<file path="src/rtl/mfrf_pkg.sv">
// ----------------------------------------------------------------------------
// mfrf_pkg
// Shared types, constants and the byte-wide CRC-16 for the frame receive filter.
// ----------------------------------------------------------------------------
`default_nettype none

package mfrf_pkg;

    localparam int MAX_PAYLOAD   = 116;
    localparam int HEADER_LEN    = 9;
    localparam int MIN_FRAME_LEN = 11;
    localparam int LAST_PAY_POS  = MIN_FRAME_LEN + MAX_PAYLOAD - 1;

    localparam int POS_W   = 8;
    localparam int COUNT_W = 7;

    localparam logic [POS_W-1:0] POS_MAX = '1;

    localparam logic [15:0] CRC_POLY     = 16'h1021;
    localparam logic [15:0] CRC_INIT     = 16'h0000;
    localparam logic [15:0] BROADCAST_ID = 16'hFFFF;
    localparam int          ACK_REQ_BIT  = 5;

    localparam logic [2:0] ST_OK       = 3'd0;
    localparam logic [2:0] ST_SHORT    = 3'd1;
    localparam logic [2:0] ST_TOO_LONG = 3'd2;
    localparam logic [2:0] ST_FCS_ERR  = 3'd3;
    localparam logic [2:0] ST_PAN_MISS = 3'd4;
    localparam logic [2:0] ST_DST_MISS = 3'd5;

    localparam logic KIND_PAYLOAD = 1'b0;
    localparam logic KIND_SUMMARY = 1'b1;

    localparam int REG_ADDR_W  = 3;
    localparam logic REG_OWN_PAN  = 1'b0;
    localparam logic REG_OWN_ADDR = 1'b1;

    localparam int FIFO_DEPTH = 4;
    localparam int FIFO_IDX_W = $clog2(FIFO_DEPTH);
    localparam int FIFO_CNT_W = $clog2(FIFO_DEPTH + 1);

    typedef struct packed {
        logic [7:0] in_byte;
        logic       last_byte;
    } t_rx_in;

    typedef struct packed {
        logic               item_kind;
        logic [7:0]         payload_byte;
        logic [2:0]         status;
        logic [15:0]        frame_control;
        logic [7:0]         seq_number;
        logic [15:0]        frame_pan;
        logic [15:0]        frame_dst;
        logic [15:0]        frame_src;
        logic [COUNT_W-1:0] payload_count;
        logic [15:0]        frame_check;
        logic               ack_request;
        logic [15:0]        ack_check;
    } t_rx_out;

    typedef struct packed {
        logic [15:0] own_pan;
        logic [15:0] own_address;
    } t_cfg;

    function automatic logic [15:0] crc_byte(input logic [15:0] crc_in,
                                             input logic [7:0]  data);
        logic [15:0] crc;
        crc = crc_in ^ {data, 8'h00};
        for (int i = 0; i < 8; i++) begin
            if (crc[15]) begin
                crc = {crc[14:0], 1'b0} ^ CRC_POLY;
            end else begin
                crc = {crc[14:0], 1'b0};
            end
        end
        return crc;
    endfunction

    localparam logic [15:0] ACK_SEED = crc_byte(crc_byte(CRC_INIT, 8'h02), 8'h00);

endpackage

`default_nettype wire

</file>
<file path="src/rtl/mfrf_cfg.sv">
// ----------------------------------------------------------------------------
// mfrf_cfg
// Register file for the own PAN and own short address, written over APB.
// ----------------------------------------------------------------------------
`default_nettype none

module mfrf_cfg (
    input  wire logic                             i_clk,
    input  wire logic                             i_rst_n,
    input  wire logic                             psel,
    input  wire logic                             penable,
    input  wire logic                             pwrite,
    input  wire logic [mfrf_pkg::REG_ADDR_W-1:0]  paddr,
    input  wire logic [31:0]                      pwdata,
    output logic      [31:0]                      prdata,
    output logic                                  pready,
    output mfrf_pkg::t_cfg                        o_cfg
);
    import mfrf_pkg::*;

    logic [15:0] r_own_pan;
    logic [15:0] r_own_addr;
    logic        wr_en;

    assign pready = 1'b1;
    assign wr_en  = psel & penable & pwrite & pready;

    always_ff @(posedge i_clk) begin
        if (!i_rst_n) begin
            r_own_pan  <= '0;
            r_own_addr <= '0;
        end else if (wr_en) begin
            case (paddr[2])
                REG_OWN_PAN:  r_own_pan  <= pwdata[15:0];
                REG_OWN_ADDR: r_own_addr <= pwdata[15:0];
                default:      r_own_pan  <= r_own_pan;
            endcase
        end
    end

    always_comb begin
        case (paddr[2])
            REG_OWN_PAN:  prdata = {16'h0000, r_own_pan};
            REG_OWN_ADDR: prdata = {16'h0000, r_own_addr};
            default:      prdata = '0;
        endcase
    end

    assign o_cfg.own_pan     = r_own_pan;
    assign o_cfg.own_address = r_own_addr;

endmodule

`default_nettype wire

</file>
<file path="src/rtl/mfrf_parse.sv">
// ----------------------------------------------------------------------------
// mfrf_parse
// Byte position, header capture, two-byte delay line and running CRC; forms
// up to two results (payload byte, then frame summary) for each byte taken.
// ----------------------------------------------------------------------------
`default_nettype none

module mfrf_parse (
    input  wire logic              i_clk,
    input  wire logic              i_rst_n,
    input  wire logic              i_take,
    input  wire mfrf_pkg::t_rx_in  i_data,
    input  wire mfrf_pkg::t_cfg    i_cfg,
    output logic [1:0]             o_num,
    output mfrf_pkg::t_rx_out      o_res0,
    output mfrf_pkg::t_rx_out      o_res1
);
    import mfrf_pkg::*;

    logic [POS_W-1:0] r_pos;
    logic [15:0]      r_crc;
    logic [7:0]       r_dly [2];
    logic [7:0]       r_hdr [HEADER_LEN];

    logic [POS_W-1:0] pos_plus;
    logic [15:0]      crc_upd;
    logic [15:0]      n_crc;
    logic [POS_W-1:0] n_pos;
    logic             pay_emit;
    logic [15:0]      fc;
    logic [15:0]      pan;
    logic [15:0]      dst;
    logic [15:0]      fcs;
    logic [POS_W-1:0] plen;
    logic             too_long;
    t_rx_out          pay_res;
    t_rx_out          sum_res;

    assign pos_plus = r_pos + POS_W'(1);
    assign crc_upd  = (r_pos >= POS_W'(2)) ? crc_byte(r_crc, r_dly[1]) : r_crc;
    assign pay_emit = (r_pos >= POS_W'(MIN_FRAME_LEN)) && (r_pos <= POS_W'(LAST_PAY_POS));

    assign fc       = {r_hdr[1], r_hdr[0]};
    assign pan      = {r_hdr[4], r_hdr[3]};
    assign dst      = {r_hdr[6], r_hdr[5]};
    assign fcs      = {i_data.in_byte, r_dly[0]};
    assign plen     = r_pos - POS_W'(MIN_FRAME_LEN - 1);
    assign too_long = (r_pos == POS_MAX) || (r_pos > POS_W'(LAST_PAY_POS));

    always_comb begin
        pay_res              = '0;
        pay_res.item_kind    = KIND_PAYLOAD;
        pay_res.payload_byte = r_dly[1];
    end

    always_comb begin
        sum_res           = '0;
        sum_res.item_kind = KIND_SUMMARY;
        if (r_pos < POS_W'(MIN_FRAME_LEN - 1)) begin
            sum_res.status = ST_SHORT;
        end else begin
            if (too_long) begin
                sum_res.status = ST_TOO_LONG;
            end else if (fcs != crc_upd) begin
                sum_res.status = ST_FCS_ERR;
            end else if (pan != i_cfg.own_pan && pan != BROADCAST_ID) begin
                sum_res.status = ST_PAN_MISS;
            end else if (dst != i_cfg.own_address && dst != BROADCAST_ID) begin
                sum_res.status = ST_DST_MISS;
            end else begin
                sum_res.status = ST_OK;
            end
            sum_res.frame_control = fc;
            sum_res.seq_number    = r_hdr[2];
            sum_res.frame_pan     = pan;
            sum_res.frame_dst     = dst;
            sum_res.frame_src     = {r_hdr[8], r_hdr[7]};
            sum_res.payload_count = too_long ? COUNT_W'(MAX_PAYLOAD) : plen[COUNT_W-1:0];
            sum_res.frame_check   = fcs;
            sum_res.ack_request   = (sum_res.status == ST_OK) && fc[ACK_REQ_BIT];
            sum_res.ack_check     = crc_byte(ACK_SEED, r_hdr[2]);
        end
    end

    always_comb begin
        o_res0 = pay_emit ? pay_res : sum_res;
        o_res1 = sum_res;
        if (!i_take) begin
            o_num = 2'd0;
        end else begin
            o_num = 2'(pay_emit) + 2'(i_data.last_byte);
        end
    end

    always_comb begin
        if (i_data.last_byte) begin
            n_pos = '0;
            n_crc = CRC_INIT;
        end else begin
            n_pos = (r_pos == POS_MAX) ? r_pos : pos_plus;
            n_crc = crc_upd;
        end
    end

    always_ff @(posedge i_clk) begin
        if (!i_rst_n) begin
            r_pos <= '0;
            r_crc <= CRC_INIT;
        end else if (i_take) begin
            r_pos <= n_pos;
            r_crc <= n_crc;
        end
    end

    always_ff @(posedge i_clk) begin
        if (i_take) begin
            r_dly[0] <= i_data.in_byte;
            r_dly[1] <= r_dly[0];
            for (int i = 0; i < HEADER_LEN; i++) begin
                if (r_pos == POS_W'(i)) begin
                    r_hdr[i] <= i_data.in_byte;
                end
            end
        end
    end

endmodule

`default_nettype wire

</file>
<file path="src/rtl/mfrf_out_fifo.sv">
// ----------------------------------------------------------------------------
// mfrf_out_fifo
// Small result queue: takes zero, one or two results a cycle, hands out one while not stalled.
// ----------------------------------------------------------------------------
`default_nettype none

module mfrf_out_fifo (
    input  wire logic                              i_clk,
    input  wire logic                              i_rst_n,
    input  wire logic [1:0]                        i_num,
    input  wire mfrf_pkg::t_rx_out                 i_res0,
    input  wire mfrf_pkg::t_rx_out                 i_res1,
    output logic                                   o_full2,
    output logic                                   o_out_valid,
    input  wire logic                              i_out_stall,
    output mfrf_pkg::t_rx_out                      o_out_data
);
    import mfrf_pkg::*;

    t_rx_out               r_mem [FIFO_DEPTH];
    logic [FIFO_IDX_W-1:0] r_head;
    logic [FIFO_IDX_W-1:0] r_tail;
    logic [FIFO_CNT_W-1:0] r_count;
    logic                  pop;
    logic [FIFO_IDX_W-1:0] tail_next;

    assign o_out_valid = (r_count != '0);
    assign o_out_data  = r_mem[r_head];
    assign pop         = o_out_valid & ~i_out_stall;
    assign o_full2     = (r_count > FIFO_CNT_W'(FIFO_DEPTH - 2));
    assign tail_next   = r_tail + FIFO_IDX_W'(1);

    always_ff @(posedge i_clk) begin
        if (!i_rst_n) begin
            r_head  <= '0;
            r_tail  <= '0;
            r_count <= '0;
        end else begin
            r_head  <= r_head + FIFO_IDX_W'(pop);
            r_tail  <= r_tail + FIFO_IDX_W'(i_num);
            r_count <= r_count + FIFO_CNT_W'(i_num) - FIFO_CNT_W'(pop);
        end
    end

    always_ff @(posedge i_clk) begin
        if (i_num != 2'd0) begin
            r_mem[r_tail] <= i_res0;
        end
        if (i_num == 2'd2) begin
            r_mem[tail_next] <= i_res1;
        end
    end

endmodule

`default_nettype wire

</file>
<file path="src/rtl/mac_frame_receive_filter.sv">
// ----------------------------------------------------------------------------
// mac_frame_receive_filter
// Receive filter for short-address MAC frames: parses the header, forwards
// payload bytes, checks the FCS and reports a per-frame summary.
//
//   Channel   Direction  Handshake                  Payload
//   input     in         i_in_valid / o_in_stall    i_in_data  (t_rx_in)
//   output    out        o_out_valid / i_out_stall  o_out_data (t_rx_out)
//   config    in         APB psel/penable/pready    pwdata / prdata
//
// One byte is taken per cycle unless stalled; its results are queued in the
// cycle after. A final byte that also releases a payload byte yields two
// results, which leave payload first. The input stalls while fewer than two
// queue entries are free. Reset is synchronous and needs no clearing pass.
// ----------------------------------------------------------------------------
`default_nettype none

module mac_frame_receive_filter (
    input  wire logic                             i_clk,
    input  wire logic                             i_rst_n,
    input  wire logic                             i_in_valid,
    output logic                                  o_in_stall,
    input  wire mfrf_pkg::t_rx_in                 i_in_data,
    output logic                                  o_out_valid,
    input  wire logic                             i_out_stall,
    output mfrf_pkg::t_rx_out                     o_out_data,
    input  wire logic                             psel,
    input  wire logic                             penable,
    input  wire logic                             pwrite,
    input  wire logic [mfrf_pkg::REG_ADDR_W-1:0]  paddr,
    input  wire logic [31:0]                      pwdata,
    output logic      [31:0]                      prdata,
    output logic                                  pready
);
    import mfrf_pkg::*;

    t_cfg       cfg;
    logic       take;
    logic       full2;
    logic [1:0] num;
    t_rx_out    res0;
    t_rx_out    res1;

    assign o_in_stall = full2;
    assign take       = i_in_valid & ~full2;

    mfrf_cfg u_cfg (
        .i_clk   (i_clk),
        .i_rst_n (i_rst_n),
        .psel    (psel),
        .penable (penable),
        .pwrite  (pwrite),
        .paddr   (paddr),
        .pwdata  (pwdata),
        .prdata  (prdata),
        .pready  (pready),
        .o_cfg   (cfg)
    );

    mfrf_parse u_parse (
        .i_clk   (i_clk),
        .i_rst_n (i_rst_n),
        .i_take  (take),
        .i_data  (i_in_data),
        .i_cfg   (cfg),
        .o_num   (num),
        .o_res0  (res0),
        .o_res1  (res1)
    );

    mfrf_out_fifo u_fifo (
        .i_clk       (i_clk),
        .i_rst_n     (i_rst_n),
        .i_num       (num),
        .i_res0      (res0),
        .i_res1      (res1),
        .o_full2     (full2),
        .o_out_valid (o_out_valid),
        .i_out_stall (i_out_stall),
        .o_out_data  (o_out_data)
    );

endmodule

`default_nettype wire

</file>
<file path="config.mk">
export PLATFORM = sky130hd
export DESIGN_NAME = mac_frame_receive_filter
export DESIGN_NICKNAME = d
export VERILOG_FILES = /design/src/rtl/mfrf_pkg.sv /design/src/rtl/mfrf_cfg.sv /design/src/rtl/mfrf_parse.sv /design/src/rtl/mfrf_out_fifo.sv /design/src/rtl/mac_frame_receive_filter.sv
export SDC_FILE = /design/constraint.sdc
export NUM_CORES = 1
export LEC_CHECK = 0
export BUFFER_PORTS_ARGS = -buffer_cell sky130_fd_sc_hd__buf_4
export CAP_MARGIN = 20
export CORE_UTILIZATION = 52
export DETAILED_ROUTE_END_ITERATION = 16
export PLACE_DENSITY_LB_ADDON = 0.15
export SLEW_MARGIN = 15
export SYNTH_ARGS = -nofsm -noshare
export SYNTH_HDL_FRONTEND = slang
export SYNTH_HIERARCHICAL = 1
export SYNTH_SLANG_ARGS = --single-unit
</file>
<file path="constraint.sdc">
create_clock -name i_clk -period 20.4 [get_ports i_clk]
set_clock_uncertainty 0.05 [all_clocks]
set_input_delay 3.06 -clock i_clk [delete_from_list [all_inputs] [get_ports i_clk]]
set_output_delay 3.06 -clock i_clk [all_outputs]
set_load 0.01 [all_outputs]
</file>
* Yosys cells after proc, flatten, opt, wreduce, memory -nomap -nowiden
Memory sizes are Yosys's and may differ from the RTL's. A register that Yosys moved wholly into a read port is not among the register bits. Cells that the tools add are included. W data, S select, Z words.
Cells by class: add/sub/neg operators 8, order comparisons 6, equal/unequal tests 16, multiplexer cells 96, bitwise gates (word level) 25, reduce and logical (&&, ||, !) cells 20
Operator list (count):
- $mux W13 | 16
- $mux W16 | 9
- $mux W124 | 1
- $mux W112 | 1
- $mux W8 | 10
- $pmux W32 S2 | 1
- $reduce_or A8 Y1 | 8
- $ne A16 B16 Y1 | 3
- $not A3 Y3 | 16
- $mux W1 | 41
- $eq A8 B3 Y1 const B | 4
- $mux W4 | 8
- $ne A16 B16 Y1 const B | 2
- $mux W3 | 6
- $eq A8 B2 Y1 const B | 2
- $xor A16 B16 Y16 | 1
- $add A8 B1 Y8 const B | 1
- $eq A8 B1 Y1 const B | 1
- $eq A8 B4 Y1 const B | 1
- $eq A8 B8 Y1 const B | 1
- $ge A8 B2 Y1 const B | 1
- $ge A8 B4 Y1 const B | 1
- $gt A8 B7 Y1 const B | 1
- $le A8 B7 Y1 const B | 1
- 23 further kinds | 34
Word-level totals: register bits after elaboration 63, memory bits (writable) 584, output and inout bits 159, memories kept 3
Memory list:
- u_fifo.r_mem | depth 4, bits a word 124, rd ports 1, clocked after memory_dff 1, wr ports 2, RTL line mfrf_out_fifo.sv:20 | t_rx_out r_mem [FIFO_DEPTH];
- u_parse.r_hdr | depth 9, bits a word 8, rd ports 9, clocked after memory_dff 0, wr ports 1, RTL line mfrf_parse.sv:23 | logic [7:0] r_hdr [HEADER_LEN];
- u_parse.r_dly | depth 2, bits a word 8, rd ports 2, clocked after memory_dff 0, wr ports 2, RTL line mfrf_parse.sv:22 | logic [7:0] r_dly [2];

* Longest topological paths before layout
An unclocked memory read counts as a cell.
depth in word-level cells 27, mapped depth 14, gate-level depth less buffers 14

* Hierarchy
Netlist, hierarchy kept.
By module, submodules not included:
- mfrf_out_fifo | times used 1, cells each 1248, area each 24164.4 um^2
- mfrf_parse | times used 1, cells each 672, area each 6956.7 um^2
- mfrf_cfg | times used 1, cells each 159, area each 1581.5 um^2
- mac_frame_receive_filter | times used 1, cells each 1, area each 13.8 um^2

* Worst setup path after synthesis
No wires, ideal clock.
path kind input to register, start point input port i_in_valid, end point memory u_fifo/r_mem[0][0] (netlist bit), enable pin, setup time 0.789 ns, arrival 12.977 ns, data required time 19.561 ns, slack 6.584 ns, stages 4, path buffers 0, cells stage by stage nor2b_4 > and2_1 > nor2_1 > o31ai_1
RTL lines:
- start, declared | RTL line mac_frame_receive_filter.sv:21 | input wire logic i_in_valid,
- end, declared | RTL line mfrf_out_fifo.sv:20

* Final worst setup path
start point input port paddr[2] (netlist bit), end point output port prdata[3]
Between the ends: longest elaborated chain between the ends 2
Ends and longest elaborated chain:
- start, declared | RTL line mac_frame_receive_filter.sv:30 | input wire logic [mfrf_pkg::REG_ADDR_W-1:0] paddr,
- $not A1 Y1 | RTL line mfrf_cfg.sv:42 | case (paddr[2])
- $pmux W32 S2 (*) | RTL line mfrf_cfg.sv:42
- end, declared | RTL line mac_frame_receive_filter.sv:32 | output logic [31:0] prdata,
Every way passes the cells marked *; elsewhere a longest branch is shown, timed or not. The select of a mux whose other input is x is not followed.

==> run summary <==
SYNTHESIS
---------------------------------------------------------------------------------
Post-synthesis instance area                                           32,700 µm²
Main synth FF type                                                       edfxtp_1
Synthesis warning total                                                         6
Cell type with the highest aggregate area in the netlist                 edfxtp_1
Post-synthesis instance total                                               2,080
Number of flip-flops and latches in the synthesized netlist                   647
Dominant cells by area after synthesis                               edfxtp_1 54%, mux2_2 16%, mux4_2 8.5%
Post-synth EDFFs                                                              584
Netlist cell types                                                             67
Average cell area after synthesis                                        15.7 µm²
Share of the yosys chip area belonging to registers                         57.5%
Asr flop ratio synth                                                           0%
Fraction of post-synthesis cell area in the top cell type by area           53.6%

WORST SETUP PATH
---------------------------------------------------------------------------------
Arrival @ worst endpoint                                                  3.86 ns
Worst path most repeated cell                                               buf_4
Register-to-Register Setup Slack                                         13.83 ns
Critical Path End Type                                                 output pin
Startpoint types                                                     primary input
Critical Path Fanout Max                                                       18
Critical-path top delay cell                                               mux2_2
Cell-by-cell trace of the critical path                              buf_4 -> mux2_2 -> buf_4
Worst EP required                                                        17.29 ns
Peak per-stage delay on the critical path                                 0.40 ns
WS Path Type                                                               in2out

POWER
---------------------------------------------------------------------------------
Internal power summed over all cells                                    0.00247 W
Maximum vdd ir drop                                                   0.0000837 V
Sequential share of power                                                   46.1%
Share of power burned in combinational logic                                16.2%
Share of total power in the clock network                                   37.7%
Switching portion of total power                                            25.4%
Reported leakage power                                                    13.9 nW
Pwr per Cell Area                                                     90.2 nW/µm²
P_sw                                                                   0.000842 W

FLOORPLANNING
---------------------------------------------------------------------------------
Total die area                                                         63,900 µm²
Std cell rows                                                                  91
Vertical die dimension                                                     253 µm
Width of the die                                                           253 µm
# IOs                                                                         210
Area inside the core boundary                                          61,900 µm²
Initial core utilization                                                    52.8%

CLOCK NETWORK
---------------------------------------------------------------------------------
TritonCTS buffer count                                                         71
Worst-path clk slew                                                       0.06 ns
Maximum buffer depth of the clock tree                                          3
Hold buffer count at cts                                                        0
CTS tree                                                                      yes
# H-tree levels                                                                 3
Source-to-sink clock delay at the later pin of the worst-skew pair        0.62 ns
CTS sink cnt                                                                  647
Post-CTS Setup Inserts                                                          0
Clk Tree Root Cell                                                      clkbuf_16
Post-cts resize count                                                           0

GLOBAL ROUTE
---------------------------------------------------------------------------------
GRT Util Overall                                                            25.7%
Number of global-route vias before repair                                  19,491
Wire length of the first global-routing pass                               121 mm
Overflow left after global routing                                              0
Number of antenna violations at the first check in global routing               7
Maximum number of pins on one net before global-route repair                  107

DETAILED ROUTING
---------------------------------------------------------------------------------
Met3 routed WL                                                            4.99 mm
Met1 wire length                                                          33.7 mm
Uppermost layer routed                                                       met4
Number of vias per cell after detailed routing                               6.00
Routed via count                                                           18,598
Iteration-0 DRC Markers                                                     1,278
DR WL met2                                                                40.5 mm
Average routed wire per standard cell                                     26.4 µm
DRC                                                                             0
Drt first pass iters                                                            6
Antenna Nets Post-Route                                                         0
Routed Wire Length                                                        81.9 mm

MIN PATH
---------------------------------------------------------------------------------
Kind of path behind the tightest hold check                               reg2reg

LAYOUT
---------------------------------------------------------------------------------
Syn-to-layout area delta                                                    12.3%
Storage cell area                                                      18,800 µm²
Core utilization of the finished layout                                     59.3%
Non-filler cells in the finished layout                                     3,098
Multi-input gate area in the final layout                              13,100 µm²
Total number of nets in the final design                                    2,267
Share of layout cells above drive strength 1                                40.1%
Fillers                                                                     4,849
Number of diodes                                                                0

RUN
---------------------------------------------------------------------------------
Max-Cap Viols                                                                   0

PLACED DESIGN
---------------------------------------------------------------------------------
Worst Setup Slack post-DPL                                               12.84 ns
Routability-driven placement congestion ratio                               0.879
Number of buffer cells added on primary ports                                 174
Post-DP HPWL                                                              46.5 mm
DP Cell Count                                                               2,969

TIMING
---------------------------------------------------------------------------------
Number of endpoints failing setup at the final stage                            0
Final WS setup                                                           13.43 ns
Pins over their slew limit                                                      0
Ratio of final minimum period to clock period                               34.2%
Worst Tran Pin Value                                                      1.13 ns
Hold Violations, Final                                                          0
Worst relative slew slack                                                   24.8%
Setup repair after global routing missed its margin                            no
Max Freq                                                                0.143 GHz
Final period demand of the worst path                                     6.97 ns
Setup TNS after final layout                                                 0 ns

OUTCOME
---------------------------------------------------------------------------------
Outcome                                                              finished clean

[final cells by class]
type	count	area share, %
clock buffer	94	5.16
clock inverter	35	0.950
inverter	15	0.153
multi-input combinational	1272	35.6
sequential	647	51.2
tap	837	2.85
timing repair buffer	198	4.11
[metal layers]
layer  track usage [%]  vias to the layer above
met5                 0                        -
met4              9.94                        0
met3              4.01                      151
met2              42.9                      615
met1              33.9                     9604
li1                  -                     8228
[synth_stat cells (2+ instances only)]
master    number
a21boi_0       2
a21o_1         2
a21oi_1        8
a21oi_2        2
a22oi_1       14
a31oi_1        2
and2_1       138
and3_1        67
and3b_1        2
buf_1          8
buf_2         59
buf_4         52
buf_6          4
clkbuf_1      45
conb_1         4
dfxtp_1       63
edfxtp_1     584
ha_1          10
inv_1         13
inv_2          2
mux2_1        60
mux2_2       452
mux2i_1       38
mux4_2       124
nand2_1       63
nand3_1        5
nand4_1       23
nor2_1        46
nor2b_1       20
nor3_1        12
nor4_1         7
nor4_4         3
o21ai_0        8
o22ai_1        2
o31ai_1        3
or3_1          3
or4_1          2
xnor2_1       67
xnor2_2        4
xnor3_1        7
xor2_1        24
[worst max-delay path: cells and delay by family]
family	cells	cell delay, ns
multiplexers	1	0.40
buffers and inverters	2	0.40
[worst paths after layout]
path / startpoint / to / cells past startpoint
max reg2reg: u_parse/r_pos[2]$_SDFFE_PN0P_ / u_fifo/r_mem[2][79]$_DFFE_PP_ / 12
max: paddr[2] / prdata[3] / 3
min: u_parse/r_dly[0][5]$_DFFE_PP_ / u_parse/r_dly[0][13]$_DFFE_PP_ / 0
min reg2reg: u_parse/r_dly[0][5]$_DFFE_PP_ / u_parse/r_dly[0][13]$_DFFE_PP_ / 0
[flip-flops by register name, summed over array words and instances (netlist names)]
| signal | flops |
|---|---|
| u_fifo/r_mem | 496 |
| u_parse/r_hdr | 72 |
| u_cfg/r_own_addr | 16 |
| u_cfg/r_own_pan | 16 |
| u_parse/r_crc | 16 |
| u_parse/r_dly | 16 |
| u_parse/r_pos | 8 |
| u_fifo/r_count | 3 |
| u_fifo/r_head | 2 |
| u_fifo/r_tail | 2 |
[through the flow]
step                      hold WS [ns]  power (W)  area, µm²
after floorplan                  0.376    0.00189      32800
after global placement           0.387    0.00210      34500
after detailed placement         0.389    0.00210      34500
after CTS                        0.403    0.00335      36700
after global routing             0.428    0.00343      36700
final                            0.405    0.00331      36700
[power groups by stage]
stage	clock, W	sequential (W)	combinational, W
3_3_place_gp	0	0.00155	0.000545
6_report	0.00125	0.00153	0.000536
2_1_floorplan	0	0.00155	0.000339
4_1_cts	0.00128	0.00153	0.000548
5_1_grt	0.00133	0.00153	0.000569
3_5_place_dp	0	0.00156	0.000546
[cells in the final DEF (no fill, tap or decap), types with 3 or more instances in the layout]
cell and instances:
inv_1 13, mux4_2 124, clkinv_1 10, conb_1 27, clkbuf_16 72, clkinv_8 4, xnor2_1 67, o21ai_0 8
xnor2_2 4, ha_1 10, nor4_4 3, nor2_1 45, nor4_1 7, inv_6 3, nand3_1 4, xor2_1 24
and2_1 138, a21oi_1 8, xnor3_1 7, clkinv_2 11, or3_1 3, mux2_1 60, a22oi_1 14, nand2_1 62
bufinv_16 5, clkbuf_1 21, and3_1 67, nand4_1 23, buf_4 196, nor2b_1 19, mux2i_1 38, edfxtp_1 584
mux2_2 452, nor3_1 11, dfxtp_1 61
[cell families after synthesis]
family          share of synthesized area, %
compound gates                          1.13
xor+xnor                                3.32
fa+ha+maj                              0.444
buf+inv                                 3.07
flops                                   57.5
mux                                     27.4
other cells                           0.0459
simple gates                            7.16
Note: power is estimated with default switching activity, not from simulation.
